$ cat config.mk
export PLATFORM = sky130hd
export DESIGN_NAME = nfjt_ram
export DESIGN_NICKNAME = d
export VERILOG_FILES = /design/src/design/nfjt_ram.sv
export SDC_FILE = /design/constraint.sdc
export NUM_CORES = 2
export LEC_CHECK = 0
export BUFFER_PORTS_ARGS = -buffer_cell sky130_fd_sc_hd__buf_2
export CORE_MARGIN = 2
export CORE_UTILIZATION = 50
export DETAILED_ROUTE_END_ITERATION = 10
export HOLD_SLACK_MARGIN = 0.12
export PLACE_DENSITY_LB_ADDON = 0.12
export SLEW_MARGIN = 10
export SYNTH_ARGS = -nofsm -noshare
export SYNTH_HDL_FRONTEND = slang
export SYNTH_MEMORY_MAX_BITS = 65536
export SYNTH_SLANG_ARGS = --single-unit
$ cat constraint.sdc
create_clock -name i_clk -period 7.1 [get_ports i_clk]
set_input_delay 0 -clock i_clk [delete_from_list [all_inputs] [get_ports i_clk]]
set_output_delay 0 -clock i_clk [all_outputs]
set_load 0.02 [all_outputs]
$ cat src/design/nfjt_ram.sv
// generic single-port-write, single-port-read ram with registered read data
// no dependencies
module nfjt_ram #(
    parameter int WIDTH = 72,
    parameter int DEPTH = 64
) (
    input  logic                     i_clk,
    input  logic                     i_we,
    input  logic [$clog2(DEPTH)-1:0] i_waddr,
    input  logic [WIDTH-1:0]         i_wdata,
    input  logic                     i_re,
    input  logic [$clog2(DEPTH)-1:0] i_raddr,
    output logic [WIDTH-1:0]         o_rdata
);
    logic [WIDTH-1:0] r_mem [DEPTH];
    logic [WIDTH-1:0] r_rdata;

    always_ff @(posedge i_clk) begin
        if (i_we) begin
            r_mem[i_waddr] <= i_wdata;
        end
        if (i_re) begin
            r_rdata <= r_mem[i_raddr];
        end
    end

    assign o_rdata = r_rdata;
endmodule

* Word level (Yosys, flattened, before mapping) *
Memory sizes are Yosys's and may differ from the RTL's. A register that Yosys moved wholly into a read port is not among the register bits.
Index checks and enable logic that the tools add are counted.

operators by class
  add/subtract/negate cells = 0
  multipliers = 0
  div/mod/pow operators = 0
  order comparisons = 0
  eq/ne operators = 0
  shifts and indexed selects = 0
  mux-type cells = 2
  bitwise gates (word level) = 0
  reductions and logical operators = 0

operators by type and width
  kind    number
  $mux 1  2

storage, ports and cells
  flip-flop bits (word level) = 0
  latch bits = 0
  bits in writable memories = 4,608
  memory bits (read-only) = 0
  input port bits = 87
  word-level logic and storage cells = 3
  memories kept = 1

memory list
  name   depth  width  read ports  clocked after Yosys merged registers in  wr ports  RTL line  text
  r_mem  64     72     1           1                                        1         15        logic [WIDTH-1:0] r_mem [DEPTH];

* Depth between registers and ports, before layout *
  word-level depth = 2
  gate-level depth with buffers = 8

* Worst setup path after synthesis *
OpenSTA, ideal clock, no wires.

  path type = input to register
  start point = in i_waddr[3]
  end point = mem r_mem[48][0] (enable)
  library setup time = 0.590 ns
  data arrival time = 5.408 ns
  path slack = 1.101 ns
  stages = 4
  path buffers = 1
  path through = clkbuf_1 -> nor2b_1 -> nand4b_1 -> nor3_1

RTL lines
  item                RTL line  text
  start: declaration  9         input logic [$clog2(DEPTH)-1:0] i_waddr,
  end: declaration    15

Straight into the memory's write port.

* Final worst setup path *
  start point = in i_waddr[4]
  end point = mem r_mem[50][57] (enable)

Straight into the memory's write port.

==> summary.md <==
| Metric | Value |
|---|---|
| Library cells used by synthesis | `26` |
| Maximum clock frequency | `0.320 GHz` |
| Mapped Area | `0.176 mm2` |
| Total routing resource utilization after global routing | `29.3%` |
| Number of buffers inserted during clock tree synthesis | `466` |
| Routed wire length | `522000 um` |
| Worst min-delay path class | `input pin to flop` |
| Final routed DRC violation total | `0` |
| Row count | `217` |
| WS Path Type | `input pin to flop` |
| Worst path arrival time | `3.72 ns` |
| Global-route wire length before repair | `714000 um` |
| Max Root-Sink Buffers | `4` |
| Setup Viol. Count Final | `0` |
| Post-synthesis instance total | `7305` |
| Status | `finished, final reports clean` |
| Overflow left after global routing | `0` |
| Cell accounting for the most synthesized area | `sky130_fd_sc_hd__edfxtp_1` |
| Wire length per cell | `40.7 um` |
| Die Footprint | `0.357 mm2` |
| Shortest clock period the worst path allows after layout | `3.12 ns` |
| Number of buffers inserted by port buffering | `158` |
| Post-CTS resize count | `0` |
| Crit path launch type | `input pin` |
| First-pass iteration count of the detailed router | `5` |
| Final cycle utilization of the critical path | `44.0%` |
| Fraction of power consumed by combinational cells | `4.6%` |
| Endpoints failing hold | `0` |
| Placed Cells | `11900` |
| Last element of the critical path | `r_mem[50][57]` |
| Highest-utilization routing layer at the global route stage | `met2` |
| Maximum number of pins on one net before global-route repair | `119` |
| Lkg Pwr | `61.6 nW` |
| Vias per cell | `6.83` |
| Final number of max-transition violations | `0` |
| Worst supply voltage drop on vdd | `240 uV` |
| Die extent in x | `597 um` |
| Fraction of layout instances using a drive strength above 1 | `27.6%` |
| Initial antenna violation count | `41` |
| Switching share of total power | `21.3%` |
| Worst Path Max Fanout | `34` |
| Fraction of met2 tracks used by global routing | `46.6%` |
| Final weighted congestion in routability-driven placement | `0.773` |
| Number of global-route vias before repair | `86400` |
| Clock Power Share | `41.8%` |
| Place WS | `3.48 ns` |
| Power dissipated by switching net loads | `0.0123 W` |
| Reg clk slew, reported paths | `0.06 ns` |
| Met1 Usage GRT | `42.6%` |
| Synthesized net count | `7392` |
| I/O pins | `159` |
| Commonest cells after routing, fill and taps aside | `sky130_fd_sc_hd__edfxtp_1, sky130_fd_sc_hd__mux4_2, sky130_fd_sc_hd__clkbuf_16` |
| Worst skew pair latency | `1.00 ns` |
| Worst setup path startpoint | `i_waddr[4]` |
| TritonCTS Sinks | `4680` |
| Area growth, synth to finish | `13.1%` |
| Placeable core region | `0.350 mm2` |
| Worst reg2reg path startpoint | `r_mem[51][2]` |
| Required time of the critical path | `7.69 ns` |
| Cell-internal power | `0.0452 W` |
| Max-capacitance violation count | `0` |
| Synthesized area divided by synthesized cell count | `24.1 um2` |
| Slack of the worst reg-to-reg path | `5.04 ns` |
| Total number of H-tree levels | `5` |
| Number of synthesis warnings | `0` |
| Power density relative to cell area | `289 mW/mm2` |
| Post CTS Setup Buffer Count | `0` |
| Antenna violation net count after detailed routing | `0` |
| TritonCTS clock tree | `built` |
| Initial standard-cell utilization of the core | `50.3%` |
| Proportion of synthesized chip area in sequential cells | `79.9%` |
| R2R cell count | `5` |
| Kind of end point of the critical path | `flop` |
| Root Buffer Master | `sky130_fd_sc_hd__clkbuf_16` |
| Cell Count, Final, Fillers Out | `12800` |
| Top cells by area in the synthesized netlist | `sky130_fd_sc_hd__edfxtp_1, sky130_fd_sc_hd__mux4_2, sky130_fd_sc_hd__a22oi_1, sky130_fd_sc_hd__mux2i_1, sky130_fd_sc_hd__buf_2` |
| # nets final | `7914` |
| Worst slew pin tran | `1.32 ns` |
| Y dimension of the die | `597 um` |
| Global Route met3 Usage | `4.75%` |
| Violation count after the first detailed-route iteration | `12800` |
| Sequential Power Share | `53.5%` |
| Setup WS post-layout | `3.98 ns` |
| Worst max-slew margin expressed relative to the limit | `11.9%` |
| Flip-flop and latch count after synthesis | `4680` |
| Share of Yosys cell area claimed by the top area cell type | `79.9%` |
| Endpoint of the worst register-to-register path | `o_rdata[2]` |
| Commonest non-fill, non-tap cell in the layout | `sky130_fd_sc_hd__edfxtp_1` |
| Setup_tns | `0 ns` |
| Routed via count | `87600` |
| Setup repair after global routing missed its margin | `false` |
| Post-Route Skew | `0.0336 ns` |
| Detailed-placement wirelength estimate | `265000 um` |
==> synthesized netlist by cell type <==
library cell,number
sky130_fd_sc_hd__edfxtp_1,4680
sky130_fd_sc_hd__mux4_2,1152
sky130_fd_sc_hd__nand2b_1,9
sky130_fd_sc_hd__and2_1,3
sky130_fd_sc_hd__or3_1,3
sky130_fd_sc_hd__clkbuf_1,143
sky130_fd_sc_hd__nand3_1,128
sky130_fd_sc_hd__a22oi_1,288
sky130_fd_sc_hd__nor3_1,2
sky130_fd_sc_hd__or2_2,2
sky130_fd_sc_hd__nand2_1,8
sky130_fd_sc_hd__nor2_1,120
sky130_fd_sc_hd__buf_1,27
sky130_fd_sc_hd__mux2i_1,108
sky130_fd_sc_hd__nand3b_1,26
sky130_fd_sc_hd__buf_6,2
sky130_fd_sc_hd__buf_4,56
sky130_fd_sc_hd__nand4b_1,1
sky130_fd_sc_hd__nor2b_1,9
sky130_fd_sc_hd__o22ai_1,144
sky130_fd_sc_hd__o221ai_1,54
sky130_fd_sc_hd__or3b_2,4
sky130_fd_sc_hd__o211a_1,72
sky130_fd_sc_hd__a211oi_1,72
sky130_fd_sc_hd__nand4_1,2
sky130_fd_sc_hd__buf_2,190
==> how the worst min path moves through the flow <==
stage           startpoint     endpoint  slack (ns)  cells past startpoint
2_1_floorplan   i_wdata[0]  r_mem[0][0]         0.1                      0
3_3_place_gp    o_rdata[3]   o_rdata[3]        0.46                      1
3_5_place_dp   o_rdata[10]  o_rdata[10]        0.46                      1
4_1_cts         i_raddr[0]  o_rdata[65]        0.13                      4
5_1_grt         i_raddr[0]  o_rdata[65]        0.19                      4
6_report        i_raddr[0]  o_rdata[63]        0.15                      5
==> critical path: stages <==
cell,delay [ns]
sky130_fd_sc_hd__dlygate4sd3_1,0.51
sky130_fd_sc_hd__buf_2,0.19
sky130_fd_sc_hd__nor2b_1,0.25
sky130_fd_sc_hd__dlygate4sd3_1,0.59
sky130_fd_sc_hd__nand4b_1,0.42
sky130_fd_sc_hd__nor2_4,0.73
sky130_fd_sc_hd__buf_4,0.87
==> power by group through the flow <==
stage	registers, W	clock network [W]	logic [W]
floorplan	0.0313	0	0.00141
global placement	0.0313	0	0.00257
detailed placement	0.0314	0	0.00262
CTS	0.0308	0.0243	0.00268
global route	0.0308	0.0253	0.00281
finish	0.0308	0.0241	0.00267
==> routing by layer <==
layer / up-vias / share of wire (%) / wire length [um]
met5: - / 0.021 / 109
met4: 18 / 2.8 / 14500
met3: 788 / 9.1 / 47300
met2: 4939 / 48 / 252000
met1: 49000 / 40 / 209000
li1: 32900 / - / -
==> area by class of cell <==
type	instances	area [um2]
Clock inverter	293	2590
Tap cell	4599	5750
Multi-Input combinational cell	2207	34000
Clock buffer	561	12100
Antenna cell	11	27.5
Timing Repair Buffer	472	4040
Fill cell	25300	151000
Sequential cell	4680	141000
==> kinds of logic after synthesis <==
group | synth area share (%)
buffers and inverters | 1.15
flip-flops | 79.9
AND/OR/NAND/NOR | 0.878
multiplexers | 15.4
AO/OA/AOI/OAI | 2.73
==> through the flow <==
stage / area [um2] / total power, W / utilization [%] / hold slack, ns
3_3_place_gp: 183000 / 0.0339 / 52.4 / 0.455
6_report: 199000 / 0.0575 / 56.9 / 0.149
5_1_grt: 199000 / 0.0589 / 56.9 / 0.187
4_1_cts: 199000 / 0.0578 / 56.9 / 0.127
3_5_place_dp: 183000 / 0.0340 / 52.4 / 0.457
2_1_floorplan: 176000 / 0.0327 / - / 0.0989
==> sequential cells by signal, summed over array words and instances (netlist names) <==
name and cells:
r_mem 4608, o_rdata 72
==> timing repair <==
| action | 4_1_cts | 5_1_grt |
|---|---|---|
| hold buffers | 89 | 0 |
| setup endpoints to repair | 0 | 0 |
| endpoints found under the hold margin | 5068 | 0 |
Note: power is estimated with default switching activity, not from simulation.
